## config.mk

```make
export PLATFORM = sky130hd
export DESIGN_NAME = counter_priority_task_scheduler_core
export DESIGN_NICKNAME = d
export VERILOG_FILES = /design/src/sv/cpts_pkg.sv /design/src/sv/cpts_ram.sv /design/src/sv/cpts_oreg.sv /design/src/sv/counter_priority_task_scheduler_core.sv
export SDC_FILE = /design/constraint.sdc
export NUM_CORES = 1
export LEC_CHECK = 0
export BUFFER_PORTS_ARGS = -buffer_cell sky130_fd_sc_hd__buf_2
export CAP_MARGIN = 40
export CORE_ASPECT_RATIO = 0.5
export CORE_MARGIN = 2
export CORE_UTILIZATION = 55
export DETAILED_ROUTE_END_ITERATION = 10
export GPL_TIMING_DRIVEN = 0
export HOLD_SLACK_MARGIN = 0.08
export PLACE_DENSITY_LB_ADDON = 0.2
export RECOVER_POWER = 50
export SYNTH_ARGS = -nofsm -noshare
export SYNTH_HDL_FRONTEND = slang
export SYNTH_SLANG_ARGS = --single-unit
```

## constraint.sdc

```tcl
create_clock -name clk -period 11.2 [get_ports clk]
set_input_delay 1.68 -clock clk [delete_from_list [all_inputs] [get_ports clk]]
set_output_delay 1.68 -clock clk [all_outputs]
set_load 0.01 [all_outputs]
```

## src/sv/cpts_pkg.sv

```systemverilog
// ----------------------------------------------------------------------------
// cpts_pkg
// Shared types and constants of the counter priority task scheduler.
// ----------------------------------------------------------------------------
`default_nettype none

package cpts_pkg;

  localparam int MAX_TASKS_DEF = 16;
  localparam int PID_BITS_DEF  = 16;

  localparam int TPID_W  = 16;
  localparam int PRIO_W  = 8;
  localparam int CNT_W   = 9;
  localparam int PCNT_W  = 8;
  localparam int OSLOT_W = 4;
  localparam int OPID_W  = 16;

  typedef enum logic [2:0] {
    CMD_TICK    = 3'd0,
    CMD_YIELD   = 3'd1,
    CMD_EXIT    = 3'd2,
    CMD_KILL    = 3'd3,
    CMD_CREATE  = 3'd4,
    CMD_PRE_OFF = 3'd5,
    CMD_PRE_ON  = 3'd6,
    CMD_NOP     = 3'd7
  } cmd_t;

  typedef enum logic [1:0] {
    STAT_OK      = 2'd0,
    STAT_NO_PID  = 2'd1,
    STAT_FULL    = 2'd2,
    STAT_REFUSED = 2'd3
  } status_t;

  typedef enum logic [2:0] {
    S_IDLE,
    S_MOD,
    S_PICK,
    S_REFILL,
    S_KILL,
    S_FREE,
    S_DONE
  } state_t;

  typedef struct packed {
    cmd_t                command;
    logic [TPID_W-1:0]   target_pid;
    logic [PRIO_W-1:0]   new_priority;
  } in_word_t;

  typedef struct packed {
    logic [OSLOT_W-1:0]  current_slot;
    logic [OPID_W-1:0]   current_pid;
    logic                switched;
    status_t             status;
  } out_word_t;

endpackage

`default_nettype wire

```

## src/sv/cpts_ram.sv

```systemverilog
// ----------------------------------------------------------------------------
// cpts_ram
// Generic single-clock RAM, one write port, one read port, registered read.
// ----------------------------------------------------------------------------
`default_nettype none

module cpts_ram #(
  parameter int WIDTH = 8,
  parameter int DEPTH = 16
) (
  input  wire logic                     clk,
  input  wire logic                     we,
  input  wire logic [$clog2(DEPTH)-1:0] waddr,
  input  wire logic [WIDTH-1:0]         wdata,
  input  wire logic [$clog2(DEPTH)-1:0] raddr,
  output logic      [WIDTH-1:0]         rdata
);

  logic [WIDTH-1:0] mem [DEPTH];

  always_ff @(posedge clk) begin
    if (we) begin
      mem[waddr] <= wdata;
    end
    rdata <= mem[raddr];
  end

endmodule

`default_nettype wire

```

## src/sv/cpts_oreg.sv

```systemverilog
// ----------------------------------------------------------------------------
// cpts_oreg
// Result output register: holds one word until the consumer takes it.
// ----------------------------------------------------------------------------
`default_nettype none

module cpts_oreg (
  input  wire logic                clk,
  input  wire logic                rst_n,
  input  wire logic                load_valid,
  input  cpts_pkg::out_word_t      load_data,
  output logic                     load_ready,
  output logic                     out_valid,
  input  wire logic                out_stall,
  output cpts_pkg::out_word_t      out_data
);

  import cpts_pkg::*;

  logic      full_r;
  logic      full_nxt;
  out_word_t data_r;

  assign load_ready = !full_r || !out_stall;
  assign out_valid  = full_r;
  assign out_data   = data_r;

  always_comb begin
    full_nxt = full_r;
    if (full_r && !out_stall) begin
      full_nxt = 1'b0;
    end
    if (load_valid && load_ready) begin
      full_nxt = 1'b1;
    end
  end

  always_ff @(posedge clk) begin
    if (!rst_n) begin
      full_r <= 1'b0;
    end else begin
      full_r <= full_nxt;
    end
    if (load_valid && load_ready) begin
      data_r <= load_data;
    end
  end

endmodule

`default_nettype wire

```

## src/sv/counter_priority_task_scheduler_core.sv

```systemverilog
// ----------------------------------------------------------------------------
// counter_priority_task_scheduler_core
// Counter-based priority task scheduler with its task table in one RAM.
// ----------------------------------------------------------------------------
// One command word is taken at a time and gives one result word. Preempt on,
// preempt off and a tick that does not reschedule pass through the
// read-modify-write state S_MOD before S_DONE; no-op and refused exit go
// straight to S_DONE. Kill scans the table one slot per cycle, create scans
// the valid bits one slot per cycle. A reschedule is one pass over the table
// RAM and, when every counter is zero, a second refill pass. The longest item
// is a kill of the running task found in the last slot followed by a
// reschedule and a refill pass; the single read port of the task RAM sets
// the length of each pass. A stalled output with a full output register
// holds the block in its final cycle until the register frees up.
// The next command word is accepted while a finished result waits in the
// output register.
`default_nettype none

module counter_priority_task_scheduler_core #(
  parameter int MAX_TASKS = cpts_pkg::MAX_TASKS_DEF,
  parameter int PID_BITS  = cpts_pkg::PID_BITS_DEF
) (
  input  wire logic                clk,
  input  wire logic                rst_n,
  input  wire logic                in_valid,
  output logic                     in_stall,
  input  cpts_pkg::in_word_t       in_data,
  output logic                     out_valid,
  input  wire logic                out_stall,
  output cpts_pkg::out_word_t      out_data,
  input  wire logic                cfg_valid,
  output logic                     cfg_ready,
  input  wire logic [cpts_pkg::PRIO_W-1:0] cfg_data
);

  import cpts_pkg::*;

  localparam int SW     = $clog2(MAX_TASKS);
  localparam int PC_LO  = 0;
  localparam int CNT_LO = PC_LO + PCNT_W;
  localparam int PRI_LO = CNT_LO + CNT_W;
  localparam int PID_LO = PRI_LO + PRIO_W;
  localparam int EW     = PID_LO + PID_BITS;
  localparam logic [SW-1:0] LAST  = SW'(MAX_TASKS - 1);
  localparam logic [SW:0]   NSLOT = (SW+1)'(MAX_TASKS);

  state_t                state_r, state_nxt;
  cmd_t                  cmd_r, cmd_nxt;
  logic [PID_BITS-1:0]   tgt_r, tgt_nxt;
  logic [PRIO_W-1:0]     prio_r, prio_nxt;
  logic [PRIO_W-1:0]     idle_prio_r, idle_prio_nxt;
  logic [SW-1:0]         run_r, run_nxt;
  logic [PID_BITS-1:0]   cur_pid_r, cur_pid_nxt;
  logic [PID_BITS-1:0]   next_pid_r, next_pid_nxt;
  logic [MAX_TASKS-1:0]  valid_r, valid_nxt;
  logic                  slot0_wr_r, slot0_wr_nxt;
  logic [SW:0]           iss_r, iss_nxt;
  logic                  pend_r, pend_nxt;
  logic [SW-1:0]         addr_d_r, addr_d_nxt;
  logic [SW-1:0]         best_r, best_nxt;
  logic [CNT_W-1:0]      bestc_r, bestc_nxt;
  logic [PID_BITS-1:0]   bestpid_r, bestpid_nxt;
  logic                  switched_r, switched_nxt;
  status_t               status_r, status_nxt;

  logic                  ram_we;
  logic [SW-1:0]         ram_waddr;
  logic [EW-1:0]         ram_wdata;
  logic [SW-1:0]         ram_raddr;
  logic [EW-1:0]         ram_rdata;

  logic                  rd_zero;
  logic [PID_BITS-1:0]   e_pid;
  logic [PRIO_W-1:0]     e_prio;
  logic [CNT_W-1:0]      e_cnt;
  logic [PCNT_W-1:0]     e_pc;
  logic [CNT_W-1:0]      refill_c;
  logic [CNT_W-1:0]      cand_c;
  logic [CNT_W-1:0]      mod_c;
  logic [PCNT_W-1:0]     mod_pc;
  logic                  mod_resched;

  logic                  accept;
  logic                  last;
  logic                  kill_hit;
  logic [SW-1:0]         free_idx;
  logic                  free_hit;
  logic                  free_end;
  logic                  scan_st;
  logic [PID_BITS-1:0]   np_inc;

  out_word_t             load_data;
  logic                  load_valid;
  logic                  load_ready;
  logic [31:0]           slot_ext;
  logic [31:0]           pid_ext;

  cpts_ram #(
    .WIDTH (EW),
    .DEPTH (MAX_TASKS)
  ) u_task_ram (
    .clk   (clk),
    .we    (ram_we),
    .waddr (ram_waddr),
    .wdata (ram_wdata),
    .raddr (ram_raddr),
    .rdata (ram_rdata)
  );

  cpts_oreg u_oreg (
    .clk        (clk),
    .rst_n      (rst_n),
    .load_valid (load_valid),
    .load_data  (load_data),
    .load_ready (load_ready),
    .out_valid  (out_valid),
    .out_stall  (out_stall),
    .out_data   (out_data)
  );

  assign in_stall  = (state_r != S_IDLE);
  assign cfg_ready = (state_r == S_IDLE);
  assign accept    = in_valid && (state_r == S_IDLE);

  // slot 0 reads as zero, but for its priority, until its entry is first written
  assign rd_zero  = (addr_d_r == '0) && !slot0_wr_r;
  assign e_pid    = rd_zero ? '0 : ram_rdata[PID_LO +: PID_BITS];
  assign e_prio   = (addr_d_r == '0) ? idle_prio_r : ram_rdata[PRI_LO +: PRIO_W];
  assign e_cnt    = rd_zero ? '0 : ram_rdata[CNT_LO +: CNT_W];
  assign e_pc     = rd_zero ? '0 : ram_rdata[PC_LO +: PCNT_W];
  assign refill_c = {1'b0, e_cnt[CNT_W-1:1]} + CNT_W'(e_prio);
  assign cand_c   = (state_r == S_REFILL) ? refill_c : e_cnt;

  assign last     = pend_r && (addr_d_r == LAST);
  assign kill_hit = pend_r && valid_r[addr_d_r] && (e_pid == tgt_r);
  assign free_idx = iss_r[SW-1:0];
  assign free_hit = !valid_r[free_idx];
  assign free_end = (free_idx == LAST);
  assign scan_st  = (state_r == S_PICK) || (state_r == S_REFILL) || (state_r == S_KILL);
  assign np_inc   = next_pid_r + PID_BITS'(1);

  always_comb begin
    mod_c       = e_cnt;
    mod_pc      = e_pc;
    mod_resched = 1'b0;
    case (cmd_r)
      CMD_TICK: begin
        mod_c       = (e_cnt == '0) ? '0 : e_cnt - CNT_W'(1);
        mod_resched = (mod_c == '0) && (e_pc == '0);
      end
      CMD_YIELD: begin
        mod_c       = '0;
        mod_resched = 1'b1;
      end
      CMD_PRE_OFF: begin
        mod_pc = (e_pc == '1) ? e_pc : e_pc + PCNT_W'(1);
      end
      CMD_PRE_ON: begin
        mod_pc = (e_pc == '0) ? e_pc : e_pc - PCNT_W'(1);
      end
      default: begin
        mod_pc = e_pc;
      end
    endcase
  end

  // best-slot tracking over a table pass
  always_comb begin
    best_nxt    = best_r;
    bestc_nxt   = bestc_r;
    bestpid_nxt = bestpid_r;
    if (pend_r && ((state_r == S_PICK) || (state_r == S_REFILL))) begin
      if (addr_d_r == '0) begin
        best_nxt    = '0;
        bestc_nxt   = cand_c;
        bestpid_nxt = e_pid;
      end else if (valid_r[addr_d_r] && (cand_c > bestc_r)) begin
        best_nxt    = addr_d_r;
        bestc_nxt   = cand_c;
        bestpid_nxt = e_pid;
      end
    end
  end

  // next state
  always_comb begin
    state_nxt = state_r;
    case (state_r)
      S_IDLE: begin
        if (accept) begin
          case (in_data.command)
            CMD_TICK, CMD_YIELD, CMD_PRE_OFF, CMD_PRE_ON: state_nxt = S_MOD;
            CMD_EXIT:   state_nxt = (run_r == '0) ? S_DONE : S_PICK;
            CMD_KILL:   state_nxt = S_KILL;
            CMD_CREATE: state_nxt = S_FREE;
            default:    state_nxt = S_DONE;
          endcase
        end
      end
      S_MOD: begin
        state_nxt = mod_resched ? S_PICK : S_DONE;
      end
      S_PICK: begin
        if (last) begin
          state_nxt = (bestc_nxt == '0) ? S_REFILL : S_DONE;
        end
      end
      S_REFILL: begin
        if (last) begin
          state_nxt = S_DONE;
        end
      end
      S_KILL: begin
        if (kill_hit) begin
          state_nxt = ((addr_d_r != '0) && (addr_d_r == run_r)) ? S_PICK : S_DONE;
        end else if (last) begin
          state_nxt = S_DONE;
        end
      end
      S_FREE: begin
        if (free_hit || free_end) begin
          state_nxt = S_DONE;
        end
      end
      S_DONE: begin
        if (load_ready) begin
          state_nxt = S_IDLE;
        end
      end
      default: begin
        state_nxt = S_IDLE;
      end
    endcase
  end

  // datapath, table and result controls
  always_comb begin
    cmd_nxt       = cmd_r;
    tgt_nxt       = tgt_r;
    prio_nxt      = prio_r;
    idle_prio_nxt = idle_prio_r;
    run_nxt       = run_r;
    cur_pid_nxt   = cur_pid_r;
    next_pid_nxt  = next_pid_r;
    valid_nxt     = valid_r;
    slot0_wr_nxt  = slot0_wr_r;
    iss_nxt       = iss_r;
    pend_nxt      = 1'b0;
    addr_d_nxt    = addr_d_r;
    switched_nxt  = switched_r;
    status_nxt    = status_r;
    ram_we        = 1'b0;
    ram_waddr     = addr_d_r;
    ram_wdata     = {e_pid, e_prio, e_cnt, e_pc};
    ram_raddr     = (state_r == S_IDLE) ? run_r : iss_r[SW-1:0];
    load_valid    = 1'b0;

    if (cfg_valid && cfg_ready) begin
      idle_prio_nxt = cfg_data;
    end

    case (state_r)
      S_IDLE: begin
        if (accept) begin
          cmd_nxt      = in_data.command;
          tgt_nxt      = PID_BITS'(in_data.target_pid);
          prio_nxt     = in_data.new_priority;
          status_nxt   = STAT_OK;
          switched_nxt = 1'b0;
          addr_d_nxt   = run_r;
          iss_nxt      = (SW+1)'(1);
          if (in_data.command == CMD_EXIT) begin
            if (run_r == '0) begin
              status_nxt = STAT_REFUSED;
            end else begin
              valid_nxt[run_r] = 1'b0;
            end
          end
        end
      end
      S_MOD: begin
        ram_we    = 1'b1;
        ram_wdata = {e_pid, e_prio, mod_c, mod_pc};
      end
      S_REFILL: begin
        if (pend_r && valid_r[addr_d_r]) begin
          ram_we    = 1'b1;
          ram_wdata = {e_pid, e_prio, refill_c, e_pc};
        end
      end
      S_KILL: begin
        if (kill_hit) begin
          if (addr_d_r == '0) begin
            status_nxt = STAT_REFUSED;
          end else begin
            valid_nxt[addr_d_r] = 1'b0;
          end
        end else if (last) begin
          status_nxt = STAT_NO_PID;
        end
      end
      S_FREE: begin
        ram_waddr = free_idx;
        ram_wdata = {next_pid_r, prio_r, CNT_W'(prio_r), PCNT_W'(0)};
        if (free_hit) begin
          ram_we              = 1'b1;
          valid_nxt[free_idx] = 1'b1;
          next_pid_nxt        = (np_inc == '0) ? PID_BITS'(1) : np_inc;
        end else if (free_end) begin
          status_nxt = STAT_FULL;
        end else begin
          iss_nxt = iss_r + (SW+1)'(1);
        end
      end
      S_DONE: begin
        load_valid = 1'b1;
      end
      default: begin
        load_valid = 1'b0;
      end
    endcase

    if (ram_we && (ram_waddr == '0)) begin
      slot0_wr_nxt = 1'b1;
    end

    // table pass read pipeline
    if ((state_nxt != state_r) &&
        ((state_nxt == S_PICK) || (state_nxt == S_REFILL) || (state_nxt == S_KILL))) begin
      iss_nxt  = '0;
      pend_nxt = 1'b0;
    end else if (scan_st && (state_nxt == state_r) && (iss_r != NSLOT)) begin
      iss_nxt    = iss_r + (SW+1)'(1);
      pend_nxt   = 1'b1;
      addr_d_nxt = iss_r[SW-1:0];
    end

    if (((state_r == S_PICK) || (state_r == S_REFILL)) && (state_nxt == S_DONE)) begin
      switched_nxt = (best_nxt != run_r);
      run_nxt      = best_nxt;
      cur_pid_nxt  = bestpid_nxt;
    end
  end

  assign slot_ext               = 32'(run_r);
  assign pid_ext                = 32'(cur_pid_r);
  assign load_data.current_slot = slot_ext[OSLOT_W-1:0];
  assign load_data.current_pid  = pid_ext[OPID_W-1:0];
  assign load_data.switched     = switched_r;
  assign load_data.status       = status_r;

  always_ff @(posedge clk) begin
    if (!rst_n) begin
      state_r     <= S_IDLE;
      idle_prio_r <= PRIO_W'(1);
      run_r       <= '0;
      cur_pid_r   <= '0;
      next_pid_r  <= PID_BITS'(1);
      valid_r     <= MAX_TASKS'(1);
      slot0_wr_r  <= 1'b0;
      pend_r      <= 1'b0;
      switched_r  <= 1'b0;
      status_r    <= STAT_OK;
    end else begin
      state_r     <= state_nxt;
      idle_prio_r <= idle_prio_nxt;
      run_r       <= run_nxt;
      cur_pid_r   <= cur_pid_nxt;
      next_pid_r  <= next_pid_nxt;
      valid_r     <= valid_nxt;
      slot0_wr_r  <= slot0_wr_nxt;
      pend_r      <= pend_nxt;
      switched_r  <= switched_nxt;
      status_r    <= status_nxt;
    end
    cmd_r     <= cmd_nxt;
    tgt_r     <= tgt_nxt;
    prio_r    <= prio_nxt;
    iss_r     <= iss_nxt;
    addr_d_r  <= addr_d_nxt;
    best_r    <= best_nxt;
    bestc_r   <= bestc_nxt;
    bestpid_r <= bestpid_nxt;
  end

  a_idle_slot_valid: assert property (@(posedge clk) disable iff (!rst_n)
    valid_r[0])
    else $error("idle slot lost its valid bit");

  a_running_valid: assert property (@(posedge clk) disable iff (!rst_n)
    (state_r == S_IDLE) |-> valid_r[run_r])
    else $error("running slot is not a valid task");

  a_accept_leaves_idle: assert property (@(posedge clk) disable iff (!rst_n)
    accept |=> (state_r != S_IDLE))
    else $error("accepted word did not start work");

  a_error_no_switch: assert property (@(posedge clk) disable iff (!rst_n)
    (status_r != STAT_OK) |-> !switched_r)
    else $error("error status together with a task switch");

endmodule

`default_nettype wire

```

After elaboration in Yosys (flattened, before gate mapping) --
Memories as Yosys holds them, arrays and structs flattened. A register that Yosys moved wholly into a read port is not among the register bits. Cells that the tools add are included.
Cells by class: muxes and demuxes 84, bitwise gates (word level) 7, add/subtract/negate cells 6, $lt $le $gt $ge 7, equal/unequal tests 41, reductions and logical operators 56
Operators by type and width (number):
- 2-to-1 mux 16 bit | 11
- case mux 41 bit (3 select lines) | 1
- 2-to-1 mux 9 bit | 6
- case mux 16 bit (3 select lines) | 1
- 2-to-1 mux 4 bit | 9
- bitwise AND 16 bit | 2
- 2-to-1 mux 8 bit | 4
- inverter 16 bit | 2
- equality test 3 bit (second input constant) | 10
- 2-to-1 mux 3 bit | 10
- logical NOT 9 bit | 3
- case mux 3 bit (7 select lines) | 1
- logical AND 1 bit | 20
- 2-to-1 mux 5 bit | 4
- equality test 3 x 2 -> 1 bit (second input constant) | 6
- case mux 9 bit (2 select lines) | 1
- 2-to-1 mux 17 bit | 1
- adder 16 x 1 -> 16 bit (second input constant) | 1
- equality test 16 bit | 1
- logical NOT 16 bit | 1
- 2-to-1 mux 1 bit | 16
- 2-to-1 mux 2 bit | 8
- OR 16 bit | 1
- case mux 8 bit (2 select lines) | 1
- 43 further kinds | 80
Word-level totals: bits of input ports 40, output and inout port bits 26, register bits 157, word-level logic and storage cells 225, memories 1, RAM bits 656
Memories:
- u_task_ram.mem | words 16, bits a word 41, read ports 1, clocked after memory_dff 1, wr ports 1, RTL line cpts_ram.sv:19 | logic [WIDTH-1:0] mem [DEPTH];

Longest topological paths before layout --
depth after elaboration 19, gate-level depth with buffers 29

Modules after synthesis --
A second synthesis with hierarchy kept.
Unflattened totals: cell total of the unflattened synthesis 2340, area, all modules 35567.9 µm²
Modules (own cells, without submodules):
- cpts_ram | cells an instance 1066, seq. area each 20519.7 µm², instances 1, area an instance 25369.3 µm²
- counter_priority_task_scheduler_core | cells an instance 1246, seq. area each 2932.8 µm², instances 1, area an instance 9466.6 µm²
- cpts_oreg | cells an instance 28, seq. area each 710.7 µm², instances 1, area an instance 732.0 µm²

Worst setup path after synthesis --
OpenSTA, ideal clock, no wires.
kind flip-flop to flip-flop, start point reg addr_d_r[0], end point reg iss_r[1], data required time 11.085 ns, buffers on the path 5, cell stages (with the launch flop) 29, setup slack 5.324 ns, arrival 5.761 ns, cells stage by stage dfxtp_1 -> or4_4 -> buf_6 -> buf_6 -> clkbuf_1 -> clkbuf_1 -> nand2_1 -> nand2_1 -> ha_1 -> ha_1 -> a31oi_1 -> a22o_1 -> a21oi_1 -> o21a_1 -> or2_2 -> o21ai_0 -> ha_1 -> and2_1 -> nand3_1 -> o211a_1 -> o311ai_0 -> and2_1 -> buf_2 -> o31a_1 -> a221oi_4 -> a31oi_1 -> a31oi_4 -> mux2_1 -> and2_1
Between the ends: word-level cells in the longest chain between the ends 19
RTL lines:
- start: declaration | RTL line counter_priority_task_scheduler_core.sv:59 | logic [SW-1:0] addr_d_r, addr_d_nxt;
- start signal: assignment | RTL line counter_priority_task_scheduler_core.sv:380 | addr_d_r <= addr_d_nxt;
- logical NOT 4 bit | RTL line counter_priority_task_scheduler_core.sv:126, counter_priority_task_scheduler_core.sv:128, counter_priority_task_scheduler_core.sv:173
- logical AND 1 bit | RTL line counter_priority_task_scheduler_core.sv:126 | assign rd_zero = (addr_d_r == '0) && !slot0_wr_r;
- 2-to-1 mux 9 bit | RTL line counter_priority_task_scheduler_core.sv:129 | assign e_cnt = rd_zero ? '0 : ram_rdata[CNT_LO +: CNT_W];
- adder 8 x 8 -> 9 bit | RTL line counter_priority_task_scheduler_core.sv:131 | assign refill_c = {1'b0, e_cnt[CNT_W-1:1]} + CNT_W'(e_prio);
- 2-to-1 mux 9 bit | RTL line counter_priority_task_scheduler_core.sv:132 | assign cand_c = (state_r == S_REFILL) ? refill_c : e_cnt;
- greater-than comparator 9 bit | RTL line counter_priority_task_scheduler_core.sv:177 | end else if (valid_r[addr_d_r] && (cand_c > bestc_r)) begin
- logical AND 1 bit | RTL line counter_priority_task_scheduler_core.sv:177
- 2-to-1 mux 9 bit | RTL line counter_priority_task_scheduler_core.sv:177
- (+2 left out)
- logical NOT 9 bit | RTL line counter_priority_task_scheduler_core.sv:205 | state_nxt = (bestc_nxt == '0) ? S_REFILL : S_DONE;
- 2-to-1 mux 3 bit | RTL line counter_priority_task_scheduler_core.sv:205
- 2-to-1 mux 3 bit | RTL line counter_priority_task_scheduler_core.sv:204 | if (last) begin
- case mux 3 bit (7 select lines) * | RTL line counter_priority_task_scheduler_core.sv:188 | case (state_r)
- equality test 3 bit | RTL line counter_priority_task_scheduler_core.sv:332 | end else if (scan_st && (state_nxt == state_r) && (iss_r != NSLOT)) begin
- logical AND 1 bit (2 in a row) | RTL line counter_priority_task_scheduler_core.sv:332
- != test 3 bit (no source line), or another cell as far along
- AND reduction 4 bit (no source line)
- end signal: assignment | RTL line counter_priority_task_scheduler_core.sv:379 | iss_r <= iss_nxt;
- end: declaration | RTL line counter_priority_task_scheduler_core.sv:57 | logic [SW:0] iss_r, iss_nxt;
Every way passes the cells marked *; elsewhere a longest branch is shown, timed or not. The select of a mux whose other input is x is not followed. A chain may end at the register's enable or synchronous reset.

Worst setup path after layout --
start point reg addr_d_r[2], end point reg iss_r[1]
Same word-level chain as after synthesis.

==> flow_metrics.py <==
metrics = {
    "clock_network": {
        "clk_latency_ns": 0.65,
        "post-cts-setup-buffers": 0,
        "htreeDepth": 3,
        "cts_tree": "yes",
        "cts_hold_buf": 0,
        "clock-sinks": 854,
        "numCtsBuffers": 74,
        "clk_pin_slew_ns": 0.07,
        "cts_max_path_buffers": 3,
        "cts.root.buffer_cell": "clkbuf_16",
        "cts_resized": 0,
    },
    "sta": {
        "period_minus_slack_ns": 7.804,
        "setup_viol": 0,
        "fin_crit_sh": 0.6968,
        "tightestPinTransition_ns": 2.594,
        "rsz0062_at_grt": "false",
        "drv_slew": 302,
        "fin_skew_ns": 0.03197,
        "max_freq_mhz": 128.1,
        "fin_setup_tns_ns": 0,
        "slew_headroom": -0.7359,
        "setup_slack_ns": 3.396,
        "hold_viol": 0,
    },
    "critical_path": {
        "required_ns": 11.71,
        "crit_type": "reg2reg",
        "end_kind": "register",
        "critPathMostFrequentCell": "clkbuf_1",
        "cp_slowest_cell": "clkbuf_1",
        "crit_arrival_ns": 8.32,
        "critPathLaunchType": "register",
        "critPathMaxFanout": 10,
        "max_stage_delay_ns": 0.63,
    },
    "yosys": {
        "yosysWarnings": 0,
        "synth_common_cells": "edfxtp_1 (706), nand2_1 (250), mux4_2 (173)",
        "synth_ff_type": "edfxtp_1",
        "ys_seq_area_frac": 0.6749,
        "synth.distinct_cells": 88,
        "netlist_instances": 2382,
        "syn_nets": 2445,
        "yosysTopAreaCell": "edfxtp_1",
        "synth_area_per_cell_um2": 15.03,
        "ys_top_cells_by_area": "edfxtp_1 (59%), mux4_2 (11%), dfxtp_1 (8.3%)",
        "synth-async-reset-ratio": 0,
        "ys_ff_latch": 854,
        "netlist_area_um2": 35800,
        "yosysMostFrequentCell": "edfxtp_1",
        "synth_edf_count": 706,
        "synth_top_area_frac": 0.5922,
    },
    "power_and_ir_drop": {
        "pwr-share-seq": 0.437,
        "p_sw_frac": 0.3315,
        "p_comb_frac": 0.297,
        "power.switching_w": 0.003206,
        "clkPwrFrac": 0.266,
        "p_per_area_nw_per_um2": 239.7,
        "p_int_w": 0.006467,
        "peakVddDrop_mv": 0.1394,
        "p_leak_nw": 13.64,
    },
    "drt": {
        "dr.pass1.iters": 7,
        "wl_met2_um": 41630,
        "drc": 0,
        "m1WireLength_um": 40420,
        "vias": 22620,
        "drt_wl_total_um": 95330,
        "met3_length_um": 11040,
        "wire_per_inst_um": 26.85,
        "ant_nets": 0,
        "viasPerCell": 6.369,
        "highest_layer": "met4",
        "drt_iter0_markers": 2820,
    },
    "layout": {
        "diodes": 0,
        "nets": 2671,
        "syn_to_final_growth_pct": 12.72,
        "fin_util": 0.6241,
        "drive_above_1_share": 0.1556,
    },
    "floorplanning": {
        "coreArea_um2": 64660,
        "die_x_um": 364.8,
        "num_rows": 66,
        "start_util": 0.5537,
        "fp.dieH_um": 184.4,
        "dieArea_um2": 67280,
        "io-pin-count": 66,
    },
    "placed_design": {
        "io_buffers": 65,
        "place_congestion": 0.9958,
        "hpwlAfterDp_um": 67100,
        "dpl_worst_slack_ns": 3.814,
    },
    "global_route": {
        "grt_pass1_wl_um": 140200,
        "grt_pass1_vias": 21590,
        "overflow": 0,
        "track_usage": 0.2873,
        "grt_start_max_net_pins": 25,
        "antenna_found_initial": 1,
    },
    "outcome": {
        "outcome": "finished with violations",
        "violations": "capacitance limit, slew limit",
    },
    "run": {
        "max_cap_viol_count": 15,
    },
    "hold_path": {
        "holdCritPathClass": "reg2reg",
    },
}
## layout by cell type (no fill, tap or decap), types with 16 or more instances in the layout
master     instances
clkbuf_1         188
nand3_1           38
mux4_2           173
nor2_1           147
xor2_1            18
edfxtp_1         706
buf_2             42
dfxtp_1          148
buf_1             25
a21oi_1           76
ha_1              23
buf_4             23
nand2_1          250
mux2i_1           34
xnor2_1           25
a211oi_1          49
and3_1            16
nor3_1            42
and2_1            56
buf_6             16
a31oi_1           71
clkbuf_16         77
o22ai_1           18
o21ai_0           79
inv_1             26
## metrics by stage
step / area (µm²) / instances / total power [W] / hold slack, ns
2_1_floorplan: 35800 / 2382 / 0.005986 / 0.4079
5_1_grt: 40360 / 3551 / 0.01004 / 0.4430
3_5_place_dp: 38500 / 3415 / 0.007147 / 0.4189
3_3_place_gp: 37230 / 3331 / 0.006905 / 0.4152
4_1_cts: 40930 / 3550 / 0.009701 / 0.4335
6_report: 40360 / 3551 / 0.009673 / 0.4307
## worst max-delay path: cells and delay by family (launching register included)
| family | cells | cell delay [ns] |
|---|---|---|
| buffers and inverters | 5 | 2.28 |
| AO/OA/AOI/OAI | 10 | 2.74 |
| AND/OR/NAND/NOR | 6 | 1.25 |
| flip-flops | 1 | 0.44 |
| adder cells (fa/ha/maj) | 2 | 0.46 |
| multiplexers | 2 | 0.50 |
## area by class of cell
class | instances | area [µm²]
fill | 4799 | 24300
sequential | 854 | 24160
multi-input combinational | 1356 | 10980
clock buffer | 94 | 2021
tap | 884 | 1106
timing repair buffer | 150 | 1005
buffer | 145 | 566.8
clock inverter | 41 | 407.9
inverter | 27 | 101.3
## worst paths after layout
path | from | endpoint | slack [ns] | cells past startpoint
setup / recovery | addr_d_r[2] | iss_r[1] | 3.40 | 25
setup reg to reg | addr_d_r[2] | iss_r[1] | 3.40 | 25
hold reg to reg | cur_pid_r[6] | u_oreg.out_data[9] | 0.43 | 0
hold / removal | cur_pid_r[6] | u_oreg.out_data[9] | 0.43 | 0
## state kept, by name, indices dropped and copies added, names as in the netlist, 3 cells and up
signal            count
u_task_ram.mem      656
u_task_ram.rdata     41
u_oreg.out_data      23
bestpid_r            16
cur_pid_r            16
next_pid_r           16
tgt_r                16
valid_r              16
bestc_r               9
idle_prio_r           8
prio_r                8
iss_r                 5
addr_d_r              4
best_r                4
run_r                 4
cmd_r                 3
state_r               3
## kinds of logic (layout without fill, tap and decap cells)
family,after synthesis,in the layout,synth area share
DFF,854,854,0.6749
and+or+nand+nor,642,642,0.08360
AOI/OAI and AO/OA,422,422,0.07867
muxes,224,224,0.1244
buffers and inverters,172,457,0.01908
xor gates and xnor gates,44,44,0.01097
adders and majority gates,24,24,0.008318
## power groups by stage
| stage | logic (W) | clock network (W) | registers, W |
|---|---|---|---|
| floorplan | 0.00174 | 0 | 0.00424 |
| global placement | 0.00258 | 0 | 0.00432 |
| CTS | 0.00288 | 0.00261 | 0.00422 |
| global route | 0.00307 | 0.00273 | 0.00424 |
| finish | 0.00287 | 0.00257 | 0.00423 |
| detailed placement | 0.00286 | 0 | 0.00429 |
## layer usage
layer | track usage | vias up
li1 | - | 9754
met5 | 0 | -
met2 | 0.4193 | 1238
met3 | 0.06681 | 137
met4 | 0.07884 | 0
met1 | 0.4352 | 11490
Note: power is estimated with default switching activity, not from simulation.
